===== src/hdl/sms_pkg.sv =====
// Shared types and constants of the supply monitor smoother.
`default_nettype none
package sms_pkg;

   localparam logic [1:0] CH_SUPPLY  = 2'd0;
   localparam logic [1:0] CH_INPUT   = 2'd1;
   localparam logic [1:0] CH_CURRENT = 2'd2;
   localparam logic [1:0] CH_NONE    = 2'd3;

   localparam logic [2:0] CSR_REF_MV    = 3'd0;
   localparam logic [2:0] CSR_DIV_HIGH  = 3'd1;
   localparam logic [2:0] CSR_DIV_LOW   = 3'd2;
   localparam logic [2:0] CSR_SENSE_RES = 3'd3;
   localparam logic [2:0] CSR_AMP_RES   = 3'd4;

   localparam logic [10:0] REF_MV_RESET    = 11'd1100;
   localparam logic [15:0] DIV_HIGH_RESET  = 16'd10000;
   localparam logic [15:0] DIV_LOW_RESET   = 16'd2200;
   localparam logic [15:0] SENSE_RES_RESET = 16'd200;
   localparam logic [15:0] AMP_RES_RESET   = 16'd1000;

   localparam int SUPPLY_SHIFT = 10;    // times 1024
   localparam int DIV_LOW_SHIFT = 8;    // times 256
   localparam logic [6:0] CUR_GAIN = 7'd98;

   localparam int NUM_W = 36;
   localparam int DEN_W = 32;

   typedef enum logic [2:0] {
      ST_IDLE,
      ST_MUL1,
      ST_MUL2,
      ST_DSTART,
      ST_DIV,
      ST_RING,
      ST_DONE
   } state_type;

   typedef enum logic [1:0] {
      DIV_IDLE,
      DIV_RUN,
      DIV_DONE
   } div_state_type;

   typedef enum logic [1:0] {
      R_IDLE,
      R_FILL,
      R_UPDATE,
      R_MEAN
   } ring_state_type;

   typedef struct packed {
      logic [NUM_W-1:0] num;
      logic [DEN_W-1:0] den;
   } div_req_type;

   typedef struct packed {
      logic [15:0] value;
      logic        sat;
   } result_type;

   typedef struct packed {
      logic [1:0]  chan;
      logic [15:0] value;
      logic        sat;
      logic        filt;
   } ring_req_type;

endpackage
`default_nettype wire


===== src/hdl/sms_div.sv =====
// Bit-serial restoring divider with 16-bit saturating quotient.
`default_nettype none
module sms_div import sms_pkg::*; (
   input  wire logic        clock,
   input  wire logic        reset,
   input  wire logic        div_start,
   input  wire div_req_type div_req,
   output logic             div_done,
   output result_type       div_result
);

   div_state_type     state_ff, state_in;
   logic [DEN_W-1:0]  den_ff;
   logic [DEN_W-1:0]  rem_ff;
   logic [15:0]       low_ff;
   logic [15:0]       q_ff;
   logic [3:0]        cnt_ff;
   logic              sat_ff;
   logic [DEN_W:0]    trial;
   logic              trial_ge;
   logic              overflow;

   assign overflow = (div_req.den == '0) ||
                     (DEN_W'(div_req.num[NUM_W-1:16]) >= div_req.den);
   assign trial    = {rem_ff, low_ff[15]};
   assign trial_ge = trial >= {1'b0, den_ff};

   always_ff @(posedge clock) begin
      if (reset) begin
         state_ff <= DIV_IDLE;
      end else begin
         state_ff <= state_in;
      end
   end

   always_comb begin
      state_in = state_ff;
      div_done = 1'b0;
      unique case (state_ff)
         DIV_IDLE: begin
            if (div_start) begin
               state_in = overflow ? DIV_DONE : DIV_RUN;
            end
         end
         DIV_RUN: begin
            if (cnt_ff == '0) begin
               state_in = DIV_DONE;
            end
         end
         DIV_DONE: begin
            div_done = 1'b1;
            state_in = DIV_IDLE;
         end
         default: begin
            state_in = DIV_IDLE;
         end
      endcase
   end

   always_ff @(posedge clock) begin
      if (state_ff == DIV_IDLE && div_start) begin
         den_ff <= div_req.den;
         rem_ff <= DEN_W'(div_req.num[NUM_W-1:16]);
         low_ff <= div_req.num[15:0];
         cnt_ff <= 4'hF;
         sat_ff <= overflow;
         q_ff   <= overflow ? 16'hFFFF : 16'h0000;
      end else if (state_ff == DIV_RUN) begin
         rem_ff <= trial_ge ? DEN_W'(trial - {1'b0, den_ff}) : trial[DEN_W-1:0];
         low_ff <= {low_ff[14:0], 1'b0};
         q_ff   <= {q_ff[14:0], trial_ge};
         cnt_ff <= cnt_ff - 1'b1;
      end
   end

   assign div_result = '{value: q_ff, sat: sat_ff};

`ifndef SYNTHESIS
   a_rem_below_den: assert property (@(posedge clock) disable iff (reset)
      (state_ff == DIV_RUN) |-> (rem_ff < den_ff))
      else $error("divider remainder not below divisor");
   a_run_ends: assert property (@(posedge clock) disable iff (reset)
      (state_ff == DIV_RUN && cnt_ff == '0) |=> (state_ff == DIV_DONE))
      else $error("divider did not finish after last bit");
   a_early_is_sat: assert property (@(posedge clock) disable iff (reset)
      (state_ff == DIV_DONE && $past(state_ff) == DIV_IDLE) |-> sat_ff)
      else $error("divider skipped iterations without saturation");
`endif

endmodule
`default_nettype wire


===== src/hdl/sms_ring.sv =====
// Per-channel averaging rings in one memory, running sums and mean.
`default_nettype none
module sms_ring import sms_pkg::*; #(
   parameter int AVG_DEPTH = 8,
   parameter int AVG_SHIFT = 3
) (
   input  wire logic         clock,
   input  wire logic         reset,
   input  wire logic         ring_start,
   input  wire ring_req_type ring_req,
   output logic              ring_done,
   output result_type        ring_result
);

   localparam int PW        = $clog2(AVG_DEPTH);
   localparam int SUM_W     = 16 + PW;
   localparam int MEM_AW    = PW + 2;
   localparam int MEM_DEPTH = 3 << PW;

   ring_state_type    state_ff, state_in;
   logic [PW-1:0]     pos_ff [3];
   logic [SUM_W-1:0]  sum_ff [3];
   logic [2:0]        primed_ff;
   ring_req_type      req_ff;
   logic [PW-1:0]     npos_ff;
   logic [PW-1:0]     cnt_ff;
   logic [15:0]       mem [MEM_DEPTH];
   logic [15:0]       rd_ff;

   logic [PW-1:0]     cur_pos;
   logic [PW-1:0]     npos_calc;
   logic [MEM_AW-1:0] mem_raddr;
   logic [MEM_AW-1:0] mem_waddr;
   logic              mem_we;
   logic              fill_last;
   logic [SUM_W-1:0]  sum_cur;
   logic [SUM_W-1:0]  shifted;
   logic              mean_big;

   assign cur_pos   = pos_ff[ring_req.chan];
   assign npos_calc = (cur_pos == PW'(AVG_DEPTH - 1)) ? '0 : cur_pos + 1'b1;
   assign mem_raddr = {ring_req.chan, npos_calc};
   assign fill_last = cnt_ff == PW'(AVG_DEPTH - 1);

   always_ff @(posedge clock) begin
      if (reset) begin
         state_ff <= R_IDLE;
      end else begin
         state_ff <= state_in;
      end
   end

   always_comb begin
      state_in  = state_ff;
      mem_we    = 1'b0;
      mem_waddr = {req_ff.chan, npos_ff};
      ring_done = 1'b0;
      unique case (state_ff)
         R_IDLE: begin
            if (ring_start) begin
               state_in = primed_ff[ring_req.chan] ? R_UPDATE : R_FILL;
            end
         end
         R_FILL: begin
            mem_we    = 1'b1;
            mem_waddr = {req_ff.chan, cnt_ff};
            if (fill_last) begin
               state_in = R_MEAN;
            end
         end
         R_UPDATE: begin
            mem_we   = 1'b1;
            state_in = R_MEAN;
         end
         R_MEAN: begin
            ring_done = 1'b1;
            state_in  = R_IDLE;
         end
         default: begin
            state_in = R_IDLE;
         end
      endcase
   end

   always_ff @(posedge clock) begin
      if (mem_we) begin
         mem[mem_waddr] <= req_ff.value;
      end
      rd_ff <= mem[mem_raddr];
   end

   always_ff @(posedge clock) begin
      if (state_ff == R_IDLE && ring_start) begin
         req_ff  <= ring_req;
         npos_ff <= npos_calc;
         cnt_ff  <= '0;
      end else if (state_ff == R_FILL) begin
         cnt_ff <= cnt_ff + 1'b1;
      end
   end

   always_ff @(posedge clock) begin
      if (reset) begin
         for (int i = 0; i < 3; i++) begin
            pos_ff[i] <= '0;
            sum_ff[i] <= '0;
         end
         primed_ff <= '0;
      end else begin
         if (state_ff == R_IDLE && ring_start) begin
            pos_ff[ring_req.chan] <= npos_calc;
         end
         if (state_ff == R_FILL && fill_last) begin
            sum_ff[req_ff.chan]    <= SUM_W'(req_ff.value) * SUM_W'(AVG_DEPTH);
            primed_ff[req_ff.chan] <= 1'b1;
         end
         if (state_ff == R_UPDATE) begin
            sum_ff[req_ff.chan] <= sum_ff[req_ff.chan] - SUM_W'(rd_ff)
                                   + SUM_W'(req_ff.value);
         end
      end
   end

   assign sum_cur  = sum_ff[req_ff.chan];
   assign shifted  = sum_cur >> AVG_SHIFT;
   assign mean_big = |shifted[SUM_W-1:16];

   always_comb begin
      if (req_ff.filt) begin
         ring_result.value = mean_big ? 16'hFFFF : shifted[15:0];
         ring_result.sat   = req_ff.sat | mean_big;
      end else begin
         ring_result.value = req_ff.value;
         ring_result.sat   = req_ff.sat;
      end
   end

`ifndef SYNTHESIS
   a_start_idle: assert property (@(posedge clock) disable iff (reset)
      ring_start |-> (state_ff == R_IDLE))
      else $error("ring started while busy");
   a_update_primed: assert property (@(posedge clock) disable iff (reset)
      (state_ff == R_UPDATE || state_ff == R_MEAN) |-> primed_ff[req_ff.chan])
      else $error("ring updated on channel not primed");
   a_fill_bound: assert property (@(posedge clock) disable iff (reset)
      (state_ff == R_FILL) |-> (cnt_ff <= PW'(AVG_DEPTH - 1)))
      else $error("ring fill ran past depth");
`endif

endmodule
`default_nettype wire


===== src/hdl/supply_monitor_smoother.sv =====
// Top level: scaling sequencer, configuration registers and result register.
//
//   channel  | direction | handshake          | payload
//   req      | in        | req_valid/req_stall | req_type, req_adc_sample, req_want_filtered
//   rsp      | out       | rsp_valid/rsp_stall | rsp_scaled_value, rsp_saturated
//   csr      | in        | csr_wen             | csr_index, csr_wdata
//
// An item runs from accept to accept through two multiply steps, divider start, the
// serial divide plus a done step, ring update, mean, result and idle.
// A saturating divide skips the serial divide, an unused-channel item goes straight
// to the result step, and a channel's first item after reset fills its ring instead.
// Reset is synchronous and loads the register defaults and empty rings.
// A stalled result holds the output register; the next item waits in the done step.
`default_nettype none
module supply_monitor_smoother import sms_pkg::*; #(
   parameter int AVG_DEPTH = 8,
   parameter int AVG_SHIFT = 3
) (
   input  wire logic        clock,
   input  wire logic        reset,
   input  wire logic        req_valid,
   output logic             req_stall,
   input  wire logic [1:0]  req_type,
   input  wire logic [9:0]  req_adc_sample,
   input  wire logic        req_want_filtered,
   output logic             rsp_valid,
   input  wire logic        rsp_stall,
   output logic [15:0]      rsp_scaled_value,
   output logic             rsp_saturated,
   input  wire logic        csr_wen,
   input  wire logic [2:0]  csr_index,
   input  wire logic [15:0] csr_wdata
);

   state_type     state_ff, state_in;
   logic [10:0]   ref_ff;
   logic [15:0]   div_high_ff;
   logic [15:0]   div_low_ff;
   logic [15:0]   sense_ff;
   logic [15:0]   amp_ff;

   logic [1:0]    type_ff;
   logic [9:0]    s_ff;
   logic          filt_ff;
   logic [20:0]   p1_ff;
   logic [31:0]   dprod_ff;
   logic [16:0]   rsum_ff;
   div_req_type   div_req_ff;
   div_req_type   div_req_in;
   result_type    res_ff;
   logic          rsp_valid_ff;
   result_type    rsp_ff;

   logic          div_start;
   logic          div_done;
   result_type    div_result;
   logic          ring_start;
   ring_req_type  ring_req;
   logic          ring_done;
   result_type    ring_result;
   logic          rsp_load;

   sms_div u_div (
      .clock      (clock),
      .reset      (reset),
      .div_start  (div_start),
      .div_req    (div_req_ff),
      .div_done   (div_done),
      .div_result (div_result)
   );

   sms_ring #(
      .AVG_DEPTH (AVG_DEPTH),
      .AVG_SHIFT (AVG_SHIFT)
   ) u_ring (
      .clock       (clock),
      .reset       (reset),
      .ring_start  (ring_start),
      .ring_req    (ring_req),
      .ring_done   (ring_done),
      .ring_result (ring_result)
   );

   assign ring_req = '{chan: type_ff, value: div_result.value,
                       sat: div_result.sat, filt: filt_ff};

   always_ff @(posedge clock) begin
      if (reset) begin
         ref_ff      <= REF_MV_RESET;
         div_high_ff <= DIV_HIGH_RESET;
         div_low_ff  <= DIV_LOW_RESET;
         sense_ff    <= SENSE_RES_RESET;
         amp_ff      <= AMP_RES_RESET;
      end else if (csr_wen) begin
         unique case (csr_index)
            CSR_REF_MV:    ref_ff      <= csr_wdata[10:0];
            CSR_DIV_HIGH:  div_high_ff <= csr_wdata;
            CSR_DIV_LOW:   div_low_ff  <= csr_wdata;
            CSR_SENSE_RES: sense_ff    <= csr_wdata;
            CSR_AMP_RES:   amp_ff      <= csr_wdata;
            default: begin
            end
         endcase
      end
   end

   always_ff @(posedge clock) begin
      if (reset) begin
         state_ff <= ST_IDLE;
      end else begin
         state_ff <= state_in;
      end
   end

   always_comb begin
      state_in   = state_ff;
      req_stall  = 1'b1;
      div_start  = 1'b0;
      ring_start = 1'b0;
      rsp_load   = 1'b0;
      unique case (state_ff)
         ST_IDLE: begin
            req_stall = 1'b0;
            if (req_valid) begin
               state_in = (req_type == CH_NONE) ? ST_DONE : ST_MUL1;
            end
         end
         ST_MUL1: begin
            state_in = ST_MUL2;
         end
         ST_MUL2: begin
            state_in = ST_DSTART;
         end
         ST_DSTART: begin
            div_start = 1'b1;
            state_in  = ST_DIV;
         end
         ST_DIV: begin
            if (div_done) begin
               ring_start = 1'b1;
               state_in   = ST_RING;
            end
         end
         ST_RING: begin
            if (ring_done) begin
               state_in = ST_DONE;
            end
         end
         ST_DONE: begin
            if (!rsp_valid_ff || !rsp_stall) begin
               rsp_load = 1'b1;
               state_in = ST_IDLE;
            end
         end
         default: begin
            state_in = ST_IDLE;
         end
      endcase
   end

   always_comb begin
      unique case (type_ff)
         CH_SUPPLY: begin
            div_req_in.num = NUM_W'(ref_ff) << SUPPLY_SHIFT;
            div_req_in.den = DEN_W'(s_ff);
         end
         CH_INPUT: begin
            div_req_in.num = NUM_W'(p1_ff[20:1]) * NUM_W'(rsum_ff[16:1]);
            div_req_in.den = DEN_W'(div_low_ff) << DIV_LOW_SHIFT;
         end
         CH_CURRENT: begin
            div_req_in.num = NUM_W'(p1_ff) * NUM_W'(CUR_GAIN);
            div_req_in.den = dprod_ff;
         end
         default: begin
            div_req_in = '0;
         end
      endcase
   end

   always_ff @(posedge clock) begin
      if (state_ff == ST_IDLE && req_valid) begin
         type_ff <= req_type;
         s_ff    <= req_adc_sample;
         filt_ff <= req_want_filtered;
         res_ff  <= '0;
      end
      if (state_ff == ST_MUL1) begin
         p1_ff    <= 21'(ref_ff) * 21'(s_ff);
         dprod_ff <= 32'(amp_ff) * 32'(sense_ff);
         rsum_ff  <= 17'(div_high_ff) + 17'(div_low_ff);
      end
      if (state_ff == ST_MUL2) begin
         div_req_ff <= div_req_in;
      end
      if (state_ff == ST_RING && ring_done) begin
         res_ff <= ring_result;
      end
      if (rsp_load) begin
         rsp_ff <= res_ff;
      end
   end

   always_ff @(posedge clock) begin
      if (reset) begin
         rsp_valid_ff <= 1'b0;
      end else if (rsp_load) begin
         rsp_valid_ff <= 1'b1;
      end else if (!rsp_stall) begin
         rsp_valid_ff <= 1'b0;
      end
   end

   assign rsp_valid        = rsp_valid_ff;
   assign rsp_scaled_value = rsp_ff.value;
   assign rsp_saturated    = rsp_ff.sat;

`ifndef SYNTHESIS
   a_one_in_flight: assert property (@(posedge clock) disable iff (reset)
      (req_valid && !req_stall) |=> req_stall)
      else $error("second item accepted while one is in flight");
   a_div_done_place: assert property (@(posedge clock) disable iff (reset)
      div_done |-> (state_ff == ST_DIV))
      else $error("divider finished outside divide step");
   a_ring_done_place: assert property (@(posedge clock) disable iff (reset)
      ring_done |-> (state_ff == ST_RING))
      else $error("ring finished outside ring step");
   a_hold_finished: assert property (@(posedge clock) disable iff (reset)
      (state_ff == ST_DONE && rsp_valid_ff && rsp_stall) |=> (state_ff == ST_DONE))
      else $error("finished item dropped while output stalled");
`endif

endmodule
`default_nettype wire

===== config.mk =====
export PLATFORM = sky130hd
export DESIGN_NAME = supply_monitor_smoother
export DESIGN_NICKNAME = d
export VERILOG_FILES = /design/src/hdl/sms_pkg.sv /design/src/hdl/sms_div.sv /design/src/hdl/sms_ring.sv /design/src/hdl/supply_monitor_smoother.sv
export SDC_FILE = /design/constraint.sdc
export NUM_CORES = 2
export LEC_CHECK = 0
export BUFFER_PORTS_ARGS = -buffer_cell sky130_fd_sc_hd__clkbuf_2
export CORE_MARGIN = 10
export CORE_UTILIZATION = 35
export CTS_CLUSTER_DIAMETER = 40
export DETAILED_ROUTE_END_ITERATION = 8
export GPL_TIMING_DRIVEN = 0
export MAX_ROUTING_LAYER = met4
export PLACE_DENSITY = 0.54
export SETUP_SLACK_MARGIN = 0.02
export SLEW_MARGIN = 20
export SYNTH_ARGS = -nofsm -noshare
export SYNTH_HDL_FRONTEND = slang
export SYNTH_SLANG_ARGS = --single-unit
export TNS_END_PERCENT = 50

===== constraint.sdc =====
create_clock -name clock -period 6 [get_ports clock]
set_input_delay 0.9 -clock clock [delete_from_list [all_inputs] [get_ports clock]]
set_output_delay 0.9 -clock clock [all_outputs]
set_load 0.005 [all_outputs]

==> metrics.csv <==
stage,metric,value,unit
synthesis,ys_types,88,
drt,wire_per_inst,20.6,um
global_route,grt_overflow,0,
timing,holdWs,378,ps
timing,relSlewSlack,0.237,
timing,tightest_slew,1140,ps
finish,area_growth,16.9,%
finish,fillCellCount,16900,
critical_path,r2r_start,rsum_ff[6]$_DFFE_PP_,
timing,slew_viol_final,0,
synthesis,syn_area,0.0623,mm^2
critical_path,start_kind,register,
timing,period_minus_slack,6560,ps
global_route,grt_max_degree,53,
drt,routed_wl,170000,um
timing,min_period_over_period,1.09,
synthesis,synth_top_area_cell,edfxtp_1,
synthesis,ys_async_sr_fraction,0,
critical_path,startpoint,rsum_ff[6]$_DFFE_PP_,
drt,drt_iter0_drc,3188,
critical_path,crit_path_end,div_req_ff[64]$_DFFE_PP_,
placed_design,place_hpwl,126000,um
global_route,grt_pass1_vias,42600,
critical_path,rr_worst_depth,24,
global_route,grt_pass1_wl,262000,um
synthesis,synth-seq-cells,889,
timing,finalHoldViolations,0,
timing,worst_slack,-561,ps
status,outcome,finished with violations,
floorplan,die_x,442,um
min_path,hp-class,in2reg,
finish,multi_input_area,0.0336,mm^2
clocking,root_buffer,clkbuf_16,
clocking,cts_buffers,109,
synthesis,syn_avg_cell_area,11.3,um^2
synthesis,synth_edf_count,764,
finish,drive_gt1_frac,0.151,
clocking,cts_tree,done,
clocking,clock_path_buffers,3,
clocking,htreeDepth,3,
synthesis,synth_area_leaders,"edfxtp_1 (37%), fa_1 (18%), ha_1 (8.7%), inv_1 (5.1%), mux4_2 (4.7%)",
drt,drc,0,
placed_design,portBuffers,55,
drt,dr_total_vias,41500,
global_route,antenna_found_initial,13,
finish,nNetsFinal,6828,
clocking,clock_sinks,889,
finish,regArea,0.0255,mm^2
critical_path,crit_arrival,7020,ps
flow_run,drv_cap,0,
critical_path,worst-setup-path-type,reg2reg,
timing,finClkSkew,67.6,ps
synthesis,yosys_warnings,0,
drt,drtAntennaViolNets,0,
floorplan,core,0.176,mm^2
synthesis,synth.net_count,6510,
floorplan,pin_count,56,
timing,setup_violations,23,
synthesis,ys_seq_area_frac,0.409,
synthesis,synth_top_area_share,0.369,
status,violations,setup timing,
global_route,track_usage,0.177,
drt,drt_pre_antenna_iters,5,
critical_path,rr_endpoint,div_req_ff[64]$_DFFE_PP_,
placed_design,gp_congestion,0.882,
placed_design,post-place-ws,-1530,ps
timing,rsz0062_at_grt,yes,
synthesis,synthCells,5494,
timing,max_freq,152,MHz
critical_path,required,6460,ps
floorplan,num_rows,154,
floorplan,die_y,442,um
floorplan,initial_utilization,0.353,
clocking,clkLatencyLatePin,740,ps
critical_path,crit_fanout,5,
synthesis,postSynth.topFlopCell,edfxtp_1,
floorplan,die-area,0.195,mm^2
drt,via_per_inst,5.03,
critical_path,critPathCaptureType,register,
clocking,clk_pin_slew_worst_paths,60,ps
critical_path,reg2reg_setup_slack,-560,ps
## cell type report
type / instances / area share
well taps: 2340 / 0.0402
diodes: 4 / 0.000138
repair buffers: 217 / 0.0256
plain buffers: 219 / 0.0235
clock buffers: 129 / 0.0398
multi-input cells: 3522 / 0.462
inverters: 854 / 0.0441
clock inverters: 79 / 0.0133
flip-flops and latches: 889 / 0.351
## cells in the mapped netlist, types with 12 or more instances
cell / count
edfxtp_1: 764
nor2_1: 256
and2_1: 291
fa_1: 548
inv_1: 853
nand3_1: 39
nand2_1: 750
mux4_2: 129
o21a_1: 15
dfxtp_1: 125
mux2i_1: 84
a22o_1: 20
clkbuf_1: 199
o21ai_0: 87
ha_1: 431
o22ai_1: 18
nand4_1: 17
nor4_1: 12
a21oi_1: 226
nor2b_1: 29
nor3_1: 42
xnor2_1: 100
and3_1: 31
buf_1: 13
xor2_1: 42
nand3b_1: 34
nand2b_1: 31
a211oi_1: 20
a31oi_1: 21
or3_1: 12
o21ai_1: 27
a21o_1: 73
o21bai_1: 16
## critical path: stages, from the launching register on
cell and delay [ps]:
edfxtp_1 540, buf_8 210, and2_4 150, fa_1 510
inv_2 40, fa_1 500, inv_1 50, fa_1 460
fa_1 520, fa_1 500, inv_1 50, fa_1 530
inv_2 60, ha_4 220, buf_6 120, nand2_4 70
nor3_4 50, buf_4 130, a221o_1 350, a21oi_2 170
o21ai_1 70, o21ba_4 270, o21ai_4 70, a211oi_2 250
mux2i_2 410
## per-stage QoR
step	instances	setup TNS [ps]	util	cell area [um^2]
CTS	8220	-5930	0.408	72100
finish	8253	-6440	0.412	72800
detailed placement	7915	-37560	0.374	66000
floorplan	5494	0	-	62300
global placement	7889	-36360	0.371	65500
global route	8250	-11220	0.412	72800
## logic make-up (layout without fill, tap and decap cells)
family	count (synthesis)	count (layout)	synth area share
fa+ha+maj	979	979	0.263
other cells	0	4	0
mux	221	221	0.0628
flops	889	889	0.409
compound gates	610	610	0.0620
xor+xnor	142	142	0.0200
simple gates	1570	1570	0.117
buf+inv	1083	1498	0.0668
## metal layers
| layer | wire length, um | global-route usage |
|---|---|---|
| met5 | 0 | - |
| met4 | 4450 | 0.0459 |
| met3 | 9080 | 0.0264 |
| met2 | 80000 | 0.281 |
| met1 | 76800 | 0.238 |
## placed cells by master, fill, tap and decap left out, drive strengths merged, types with 100 or more instances in the layout
master / count
xnor2: 100
ha: 431
fa: 548
o21ai: 116
buf: 214
and2: 292
nand2: 751
inv: 880
a21oi: 226
edfxtp: 764
mux4: 134
dfxtp: 125
clkbuf: 351
nor2: 257
## sequential cells by signal (all words and copies together), names as in the netlist, 10 cells and up, named ones only
signal / flops
u_div.low_ff: 16
rsum_ff: 16
amp_ff: 16
u_ring.mem: 384
div_low_ff: 16
sense_ff: 16
u_div.rem_ff: 32
s_ff: 10
rsp_scaled_value: 16
u_ring.pos_ff: 12
dprod_ff: 32
u_div.den_ff: 32
div_high_ff: 16
u_div.q_ff: 16
u_ring.req_ff: 20
u_ring.rd_ff: 16
div_req_ff: 68
u_ring.sum_ff: 76
ref_ff: 11
res_ff: 17
p1_ff: 21
## repair_timing
item | 4_1_cts | 5_1_grt
buffers inserted | 106 | 27
hold buffers | 0 | 0
pin swaps | 84 | 67
cloned | 1 | 1
gates resized for setup | 382 | 142
setup endpoints to repair | 48 | 41
## worst min path at each step
stage          slack (ps)                             to  depth (start not counted)                    start
6_report              380              s_ff[0]$_DFFE_PP_                          1        req_adc_sample[0]
3_3_place_gp          410  rsp_scaled_value[5]$_DFFE_PP_                          0  res_ff[6]$_SDFFCE_PN0P_
5_1_grt               340              s_ff[7]$_DFFE_PP_                          1        req_adc_sample[7]
3_5_place_dp          400        rsp_saturated$_DFFE_PP_                          0  res_ff[0]$_SDFFCE_PN0P_
4_1_cts               330              s_ff[0]$_DFFE_PP_                          1        req_adc_sample[0]
2_1_floorplan         400        rsp_saturated$_DFFE_PP_                          0  res_ff[0]$_SDFFCE_PN0P_
Power is left out: the tool's default activity adds up to more than one toggle a clock period on the data nets, which glitch-free logic cannot reach.
